===== config.mk =====
export PLATFORM = sky130hd
export DESIGN_NAME = pbte_ram
export DESIGN_NICKNAME = d
export VERILOG_FILES = /design/src/rtl/pbte_ram.sv
export SDC_FILE = /design/constraint.sdc
export NUM_CORES = 2
export LEC_CHECK = 0
export ABC_AREA = 1
export BUFFER_PORTS_ARGS = -buffer_cell sky130_fd_sc_hd__buf_2
export CAP_MARGIN = 5
export CELL_PAD_IN_SITES_DETAIL_PLACEMENT = 1
export CELL_PAD_IN_SITES_GLOBAL_PLACEMENT = 1
export CORE_MARGIN = 3
export CORE_UTILIZATION = 47
export DETAILED_ROUTE_END_ITERATION = 6
export MAX_ROUTING_LAYER = met4
export PLACE_DENSITY_LB_ADDON = 0.08
export RECOVER_POWER = 25
export SLEW_MARGIN = 20
export SYNTH_ARGS = -nofsm -noshare
export SYNTH_HDL_FRONTEND = slang
export SYNTH_SLANG_ARGS = --single-unit

===== constraint.sdc =====
create_clock -name clk -period 4.1 [get_ports clk]
set_input_delay 0 -clock clk [delete_from_list [all_inputs] [get_ports clk]]
set_output_delay 0 -clock clk [all_outputs]
set_load 0.05 [all_outputs]

===== src/rtl/pbte_ram.sv =====
// generic single write, single read ram with registered read data
// no dependencies
module pbte_ram #(
    parameter int WIDTH = 32,
    parameter int DEPTH = 64
) (
    input  logic                                  clk,
    input  logic                                  we,
    input  logic [(DEPTH > 1 ? $clog2(DEPTH) : 1)-1:0] waddr,
    input  logic [WIDTH-1:0]                      wdata,
    input  logic [(DEPTH > 1 ? $clog2(DEPTH) : 1)-1:0] raddr,
    output logic [WIDTH-1:0]                      rdata
);
    logic [WIDTH-1:0] mem [DEPTH];

    always_ff @(posedge clk)
    begin
        if (we)
        begin
            mem[waddr] <= wdata;
        end
        rdata <= mem[raddr];
    end
endmodule


==> out/qor.csv <==
metric;value;unit
maxCapViolations;23;
synth_area;82700;um^2
synthXorXnorAreaFrac;0;
synth.avg_cell_area;12.2;um^2
grt_pass1_wl;387;mm
synth_mux_area_frac;0;
firstDrtPassIters;5;
die-width;426;um
ys_types;16;
synth_fa_ha_area_frac;0;
cts_tree;yes;
cts_resized;0;
start_util;0.474;
rsz0062_at_grt;false;
wl_per_cell;28.2;um
hpwl;141;mm
maxSlewViolCount;1432;
worstSetupStartpointType;primary input;
insertion_delay;0.86;ns
layout_min_cycle_time;2.93;ns
clockRootBuffer;clkbuf_16;
syn_to_final_growth;13.2;%
power;45.6;mW
layout_setup_ws;1.17;ns
seq_area_frac_synth;0.751;
status;complete, but fails checks;
cts_inserted_buffers;216;
grt_pass1_vias;57128;
htreeDepth;4;
tightest_slew;3.40;ns
syn_nets;6815;
dieArea;181000;um^2
antenna_found_initial;8;
place_ws;1.16;ns
synth_compound_area_frac;0;
clockBufferDepth;3;
synth-simple-area-share;0.221;
crit_fanout;65;
regArea;62100;um^2
synthCells;6769;
hold_viol_final;0;
hold_class;in -> reg;
clk_pin_slew;0.06;ns
drive_above_1_share;0.0867;
slew_headroom;-1.27;
fmaxAchievable;341;MHz
cts_hold_buf;43;
cts_sinks;2080;
synth_warnings;0;
drcViolationCount;0;
grt_start_max_net_pins;166;
worstPathArrival;3.08;ns
multiInputGateArea;18800;um^2
leakage;32.9;nW
rows;153;
drt_wl_total;264;mm
p_per_area;486;nW/um^2
gp_congestion;0.804;
vdd_drop_max;0.467;mV
synth-seq-cells;2080;
crit_required;4.24;ns
cts_setup_buffers;0;
grt-ovfl-total;0;
fp.coreArea;174000;um^2
cp-end-kind;flop;
portBuffers;77;
drt-initial-drc-count;4991;
final_nets;6919;
hold_slack;0.178;ns
io_pins;78;
clock_skew;0.0311;ns
fp.dieH;426;um
grt_usage;0.300;
violations;max-capacitance violations, max-slew violations;
via_per_inst;5.90;
criticalPathCategory;in -> reg;
synth_top_family_by_area;simple AND/OR/NAND/NOR gates;
num-fill-cells;17520;
via_count;55372;
setup_violations;0;
antenna_left;0;
fin_crit_sh;0.716;
==> stage by stage <==
step | util | area, um^2 | cells | TNS [ns]
5_1_grt | 0.537 | 93700 | 9384 | 0
4_1_cts | 0.538 | 93800 | 9381 | 0
6_report | 0.537 | 93700 | 9385 | 0
3_5_place_dp | 0.497 | 86600 | 8937 | 0
3_3_place_gp | 0.496 | 86600 | 8935 | 0
2_1_floorplan | - | 82700 | 6769 | -7.68
==> worst max-delay path: stages <==
cell	delay, ns
dlygate4sd3_1	0.52
buf_2	0.09
clkbuf_1	2.31
==> where the power goes <==
part | internal (mW) | leakage (nW) | switching [mW]
Combinational | 0.691 | 10.9 | 2.26
Sequential | 23.6 | 18.7 | 0.115
Clock | 10.8 | 3.29 | 8.12
Total | 35.1 | 32.9 | 10.5
==> per-layer routing <==
metal / part of all wire / vias to the layer above / wire length [um] / global-route usage
li1: - / 24375 / - / -
met1: 0.42 / 28891 / 112000 / 0.394
met2: 0.49 / 1628 / 129000 / 0.488
met3: 0.051 / 478 / 13600 / 0.0341
met4: 0.037 / 0 / 9810 / 0.107
met5: 0 / - / 0 / -
==> cell usage in the layout, fill, tap and decap left out <==
cell           instances
inv_4                  1
inv_6                  4
buf_2                 61
bufinv_16              8
buf_4                145
nand4_1                9
clkbuf_8              20
nand2_1             2248
diode_2                4
dfxtp_1               32
clkbuf_1             105
edfxtp_1            2048
clkinv_8               4
inv_8                  2
clkinv_2              23
inv_16                 1
dlygate4sd3_1         43
clkinv_1              45
inv_1                  7
nand3_1             1907
clkbuf_16            223
nor2_4                56
nor4_2                 8
clkinvlp_4             2
buf_8                  3
buf_6                  1
buf_12                50
==> cells in the mapped netlist <==
master	count	area share
inv_1	9	0.00041
nand2_1	2248	0.10
buf_8	2	0.00036
inv_4	1	0.000076
buf_1	40	0.0018
buf_2	282	0.017
edfxtp_1	2048	0.74
inv_2	2	0.000091
clkbuf_1	77	0.0035
nand4_1	9	0.00068
nand3_1	1907	0.12
nor2_1	56	0.0025
dfxtp_1	32	0.0077
buf_6	3	0.00041
nor4_1	8	0.00060
buf_4	45	0.0041
==> cells by family after synthesis <==
family | count (synthesis)
and+or+nand+nor | 4228
DFF | 2080
buffers and inverters | 461
==> layout make-up <==
cell class / count / area share
clock buffers: 316 / 0.0654
clock inverters: 85 / 0.00673
diodes: 4 / 0.000107
repair buffers: 335 / 0.0320
flip-flops and latches: 2080 / 0.663
inverters: 12 / 0.000895
well taps: 2325 / 0.0311
multi-input cells: 4228 / 0.200
==> state kept, by name, summed over array words and instances (netlist names) <==
| signal | count |
|---|---|
| mem | 2048 |
| rdata | 32 |
==> worst paths after layout <==
| kind | startpoint | slack [ns] | end | cells after the start |
|---|---|---|---|---|
| hold / removal | waddr[3] | 0.18 | mem[2][26] | 5 |
| setup reg to reg | mem[46][11] | 2.20 | rdata[11] | 9 |
| hold reg to reg | mem[48][3] | 0.81 | rdata[3] | 8 |
| setup / recovery | wdata[16] | 1.17 | mem[54][16] | 3 |
Power figures use the tool's default switching activity.
