--- config.mk ---
export PLATFORM = sky130hd
export DESIGN_NAME = pbte_mac_stage
export DESIGN_NICKNAME = d
export VERILOG_FILES = /design/src/rtl/pbte_pkg.sv /design/src/rtl/pbte_mac_stage.sv
export SDC_FILE = /design/constraint.sdc
export NUM_CORES = 2
export LEC_CHECK = 0
export BUFFER_PORTS_ARGS = -buffer_cell sky130_fd_sc_hd__buf_2
export CORE_MARGIN = 5
export CORE_UTILIZATION = 27
export DETAILED_ROUTE_END_ITERATION = 7
export HOLD_SLACK_MARGIN = 0.1
export PLACE_DENSITY = 0.39
export SLEW_MARGIN = 20
export SYNTH_ARGS = -nofsm -noshare
export SYNTH_HDL_FRONTEND = slang
export SYNTH_SLANG_ARGS = --single-unit
--- constraint.sdc ---
create_clock -name clk -period 15.94 [get_ports clk]
set_clock_uncertainty 0.1 [all_clocks]
set_input_delay 2.391 -clock clk [delete_from_list [all_inputs] [get_ports clk]]
set_output_delay 2.391 -clock clk [all_outputs]
set_load 0.1 [all_outputs]
--- src/rtl/pbte_pkg.sv ---
// shared types, codes and fixed point helpers of the piecewise basis table evaluator
// no dependencies
package pbte_pkg;

    localparam int FRAC_BITS        = 28;
    localparam int SEGMENTS_DEFAULT = 64;
    localparam int Q_W              = 32;
    localparam int CFG_ADDR_W       = 5;

    typedef logic signed [Q_W-1:0] q_t;

    typedef enum logic [1:0] {
        OP_WRITE = 2'd0,
        OP_VALUE = 2'd1,
        OP_DER1  = 2'd2,
        OP_DER2  = 2'd3
    } op_t;

    localparam logic [2:0] SEL_COEF_LAST = 3'd4;
    localparam logic [2:0] SEL_CUMUL     = 3'd5;

    localparam logic [2:0] REG_START     = 3'd0;
    localparam logic [2:0] REG_INV_SPAN  = 3'd1;
    localparam logic [2:0] REG_SEG_COUNT = 3'd2;
    localparam logic [2:0] REG_SEG_WIDTH = 3'd3;
    localparam logic [2:0] REG_VAL_SCALE = 3'd4;
    localparam logic [2:0] REG_D1_SCALE  = 3'd5;
    localparam logic [2:0] REG_D2_SCALE  = 3'd6;

    localparam q_t Q_ONE  = q_t'(64'sd1 <<< FRAC_BITS);
    localparam q_t Q_HALF = q_t'(64'sd1 <<< (FRAC_BITS - 1));

    function automatic q_t sat64(input logic signed [63:0] v);
        q_t r;
        if (v > 64'sd2147483647)
            r = q_t'(32'h7fff_ffff);
        else if (v < -64'sd2147483648)
            r = q_t'(32'h8000_0000);
        else
            r = q_t'(v[31:0]);
        return r;
    endfunction

    // exact product, round half up, saturate
    function automatic q_t qmul(input q_t a, input q_t b);
        logic signed [63:0] ae;
        logic signed [63:0] be;
        logic signed [63:0] p;
        ae = a;
        be = b;
        p  = ae * be + (64'sd1 <<< (FRAC_BITS - 1));
        return sat64(p >>> FRAC_BITS);
    endfunction

    function automatic q_t sat_add(input q_t a, input q_t b);
        logic signed [63:0] s;
        logic signed [63:0] ae;
        logic signed [63:0] be;
        ae = a;
        be = b;
        s  = ae + be;
        return sat64(s);
    endfunction

    function automatic q_t sat_sub(input q_t a, input q_t b);
        logic signed [63:0] s;
        logic signed [63:0] ae;
        logic signed [63:0] be;
        ae = a;
        be = b;
        s  = ae - be;
        return sat64(s);
    endfunction

    // divisions truncate toward zero
    function automatic q_t div2(input q_t a);
        logic signed [32:0] t;
        t = {a[31], a} + {32'd0, a[31]};
        return q_t'(t >>> 1);
    endfunction

    function automatic q_t div4(input q_t a);
        logic signed [32:0] t;
        t = {a[31], a} + {31'd0, a[31], a[31]};
        return q_t'(t >>> 2);
    endfunction

    // reciprocal multiply, exact for every 32 bit magnitude
    function automatic q_t div3(input q_t a);
        logic [31:0] mag;
        logic [64:0] p;
        logic [31:0] q;
        mag = a[31] ? (32'd0 - a) : a;
        p   = {33'd0, mag} * {32'd0, 33'h0_aaaa_aaab};
        q   = p[64:33];
        return a[31] ? q_t'(32'd0 - q) : q_t'(q);
    endfunction

    function automatic q_t times2(input q_t a);
        logic signed [63:0] ae;
        ae = a;
        return sat64(ae * 64'sd2);
    endfunction

    function automatic q_t times3(input q_t a);
        logic signed [63:0] ae;
        ae = a;
        return sat64(ae * 64'sd3);
    endfunction

endpackage

--- src/rtl/pbte_mac_stage.sv ---
// one registered horner step: sat(c + round(a * b))
// depends on pbte_pkg
module pbte_mac_stage (
    input  logic          clk,
    input  pbte_pkg::q_t  a,
    input  pbte_pkg::q_t  b,
    input  pbte_pkg::q_t  c,
    output pbte_pkg::q_t  sum
);
    import pbte_pkg::*;

    q_t sum_reg;

    always_ff @(posedge clk)
    begin
        sum_reg <= sat_add(c, qmul(a, b));
    end

    assign sum = sum_reg;
endmodule
==> flow_metrics.env <==
export IMPL_largest_fanout_on_the_critical_path=32
export IMPL_mappedNetlistArea_um2=38680
export IMPL_postSynthRegisterBits=32
export IMPL_remaining_drc_errors=0
export IMPL_avg_vias_per_cell=4.473
export IMPL_std_cell_rows=138
export IMPL_post_route_period_util_pct=93.82
export IMPL_share_of_flip_flops_with_an_asynchronous_set_or_reset_after_synthesis_pct=0
export IMPL_finalCoreUtilization_pct=29.18
export IMPL_syn_to_final_growth_pct=7.062
export IMPL_worstPathRequired_ns=16.04
export IMPL_tritoncts_num_buffers=5
export IMPL_grt_start_max_net_pins=33
export IMPL_number_of_enable_type_register_cells_in_the_synthesized_netlist=0
export IMPL_totalNegativeSetupSlack_ns=0
export IMPL_setup_repair_after_global_routing_missed_its_margin="false"
export IMPL_post_route_cells_drive_above_1_share_pct=6.217
export IMPL_synth_net_count=5536
export IMPL_clkSlewWorstSetupHoldPaths_ns=0.05
export IMPL_total_die_area_um2=150900
export IMPL_hold_start="c[0]"
export IMPL_routed_wl_um=122600
export IMPL_start_util_pct=27.25
export IMPL_critPathKind="input pin to flop"
export IMPL_synth_largest_area_cell="sky130_fd_sc_hd__fa_1"
export IMPL_mean_instance_size_in_the_synthesized_netlist_um2=9.329
export IMPL_ys_dominant_reg_cell="sky130_fd_sc_hd__dfxtp_1"
export IMPL_detailedPlacementHpwl_um=107100
export IMPL_finalSetupViolCount=0
export IMPL_detail_route_iter0_violations=1048
export IMPL_first_global_vias=31050
export IMPL_gr_total_overflow=0
export IMPL_dieHeight_um=388.5
export IMPL_fmaxAchievable_ghz=0.06687
export IMPL_slew_at_the_pin_closest_to_its_max_slew_limit_ns=1.028
export IMPL_setup_worst_path_end_class="flop"
export IMPL_final_routed_wire_length_divided_by_cell_count_um=20.40
export IMPL_hp_class="input pin to flop"
export IMPL_cpMostUsedCell="sky130_fd_sc_hd__fa_1"
export IMPL_worst_slew_margin_rel_pct=31.49
export IMPL_regArea_um2=640.6
export IMPL_sequential_to_total_area_share_from_yosys_stat_pct=1.656
export IMPL_remaining_number_of_nets_flagged_by_the_antenna_check_after_routing=0
export IMPL_hold_path_endpoint="sum[0]"
export IMPL_clock_tree_htree_level_count=2
export IMPL_syn_inst=4146
export IMPL_largest_register_ff_count=32
export IMPL_vias=26880
export IMPL_synthDominantCellAreaShare_pct=56.05
export IMPL_cts_sinks=32
export IMPL_layout_commonest_cell="sky130_fd_sc_hd__fa_1"
export IMPL_top_post_synthesis_cells_by_area="sky130_fd_sc_hd__fa_1 56%, sky130_fd_sc_hd__inv_1 9.1%, sky130_fd_sc_hd__and2_1 8.4%"
export IMPL_grt_total_usage_pct=16.58
export IMPL_maxCapViolations=0
export IMPL_number_of_antenna_violations_at_the_first_check_in_global_routing=14
export IMPL_outcome="finished, final reports clean"
export IMPL_final_hold_viol_count=0
export IMPL_top_level_ports=129
export IMPL_critical_path_slowest_cell="sky130_fd_sc_hd__fa_1"
export IMPL_placement_io_buffers=128
export IMPL_routability_congestion_estimate=0.8160
export IMPL_yosysWarningCount=0
export IMPL_num_fill_cells=15290
export IMPL_placeableCoreArea_um2=141900
export IMPL_cts_buffer_depth=2
export IMPL_drt_pass1_iterations=5
export IMPL_num_nets_final=5508
export IMPL_clock_root_buffer="sky130_fd_sc_hd__clkbuf_16"
export IMPL_cpPeakStageDelay_ns=0.96
export IMPL_layout_min_cycle_time_ns=14.95
export IMPL_fp_dieW_um=388.5
export IMPL_multi_input_area_um2=33630
export IMPL_hold_path_cell_count=4
export IMPL_clock_tree_from_tritoncts="built"
export IMPL_critical_path_arrival_ns=15.06
export IMPL_synth_lib_cells_used_distinct=72
export IMPL_grt_first_pass_wirelength_um=193000
export IMPL_post_cts_setup_repair_bufs=0
export IMPL_layout_common_cells="1,083 x sky130_fd_sc_hd__fa_1, 936 x sky130_fd_sc_hd__inv_1, 544 x sky130_fd_sc_hd__nand2_1, 517 x sky130_fd_sc_hd__and2_1, 210 x sky130_fd_sc_hd__ha_1"
export IMPL_report_final_slew_viol_count=0
export IMPL_cp_start_kind="input pin"
==> worst max path at each step <==
stage               start  endpoint  slack (ns)  depth (start not counted)
finish               b[8]   sum[30]        0.99                         36
global placement     b[8]   sum[30]        0.64                         36
detailed placement   b[8]   sum[30]        0.45                         36
floorplan           a[31]   sum[11]        2.50                         41
CTS                  b[8]   sum[30]        0.70                         36
global route         b[8]   sum[10]        0.07                         37
==> final cells by class <==
cell class / instances / share of cell area, %
diodes: 2 / 0.01209
clock buffers: 7 / 0.3686
inverters: 937 / 8.493
multi-input cells: 2955 / 81.22
flip-flops and latches: 32 / 1.547
well taps: 1890 / 5.710
repair buffers: 187 / 2.647
==> worst max-delay path: cells and delay by family <==
kind	cells	cell delay, ns
buf+inv	5	1.40
simple gates	8	2.20
fa+ha+maj	10	5.57
xor+xnor	1	0.77
compound gates	12	2.67
==> cells by family (layout without fill, tap and decap cells) <==
group                    Yosys count  in the layout  share of synthesized area [%]
AO/OA/AOI/OAI                    347            347                          6.201
XOR/XNOR                          79             79                          1.828
adder cells (fa/ha/maj)         1300           1300                          63.05
buffers and inverters           1159           1131                          11.39
flip-flops                        32             32                          1.656
multiplexers                       1              1                        0.02588
other                              0              2                              0
AND/OR/NAND/NOR                 1228           1228                          15.85
==> per-stage QoR <==
step                cells  setup WS (ns)  instance area (um2)  hold slack (ns)
global route         6009        0.07368                41410            2.472
global placement     6001         0.6450                41250            2.775
CTS                  6008         0.6989                41400            2.462
floorplan            4146          2.496                38680            2.523
finish               6010         0.9858                41410            2.465
detailed placement   6001         0.4486                41250            2.750
==> routing by layer <==
metal / up-vias / track usage (%) / wire length [um]
met5: - / 0 / 13
met4: 2 / 2.406 / 2206
met3: 97 / 0.9284 / 2646
met2: 344 / 30.72 / 64810
met1: 14400 / 21.78 / 52960
li1: 12040 / - / -
==> synthesized netlist by cell type (3+ instances only) <==
library cell                instances
sky130_fd_sc_hd__o211ai_1           7
sky130_fd_sc_hd__a221oi_1           3
sky130_fd_sc_hd__nand2_1          545
sky130_fd_sc_hd__inv_1            936
sky130_fd_sc_hd__o31ai_1            9
sky130_fd_sc_hd__a21oi_1           95
sky130_fd_sc_hd__or2_2              4
sky130_fd_sc_hd__nor4_1             3
sky130_fd_sc_hd__buf_2              9
sky130_fd_sc_hd__nand2b_1          14
sky130_fd_sc_hd__buf_6              6
sky130_fd_sc_hd__a211o_1            3
sky130_fd_sc_hd__ha_1             210
sky130_fd_sc_hd__nor2_1            75
sky130_fd_sc_hd__a31oi_1            6
sky130_fd_sc_hd__a221o_1            4
sky130_fd_sc_hd__xor2_1            28
sky130_fd_sc_hd__fa_1            1083
sky130_fd_sc_hd__dfxtp_1           32
sky130_fd_sc_hd__and4_1             3
sky130_fd_sc_hd__o21a_1             9
sky130_fd_sc_hd__nand3_1           14
sky130_fd_sc_hd__maj3_2             7
sky130_fd_sc_hd__a211oi_1           7
sky130_fd_sc_hd__a21oi_2           33
sky130_fd_sc_hd__and2_1           517
sky130_fd_sc_hd__and3_1            11
sky130_fd_sc_hd__a2111oi_0          5
sky130_fd_sc_hd__a21o_1            44
sky130_fd_sc_hd__nor3_1            14
sky130_fd_sc_hd__nand4_1           17
sky130_fd_sc_hd__xnor2_1           49
sky130_fd_sc_hd__o21bai_1          16
sky130_fd_sc_hd__o21ai_0           48
sky130_fd_sc_hd__o21ai_1           26
sky130_fd_sc_hd__clkbuf_1         206
sky130_fd_sc_hd__or4_1              3
==> what timing repair did <==
action	in CTS	in global routing
resized for setup	0	1
hold buffers	0	0
setup endpoints to repair	0	24
endpoints found under the hold margin	0	0
Power is not shown: default switching activity piles up to over one toggle a cycle in this logic, so the estimate is an artifact.
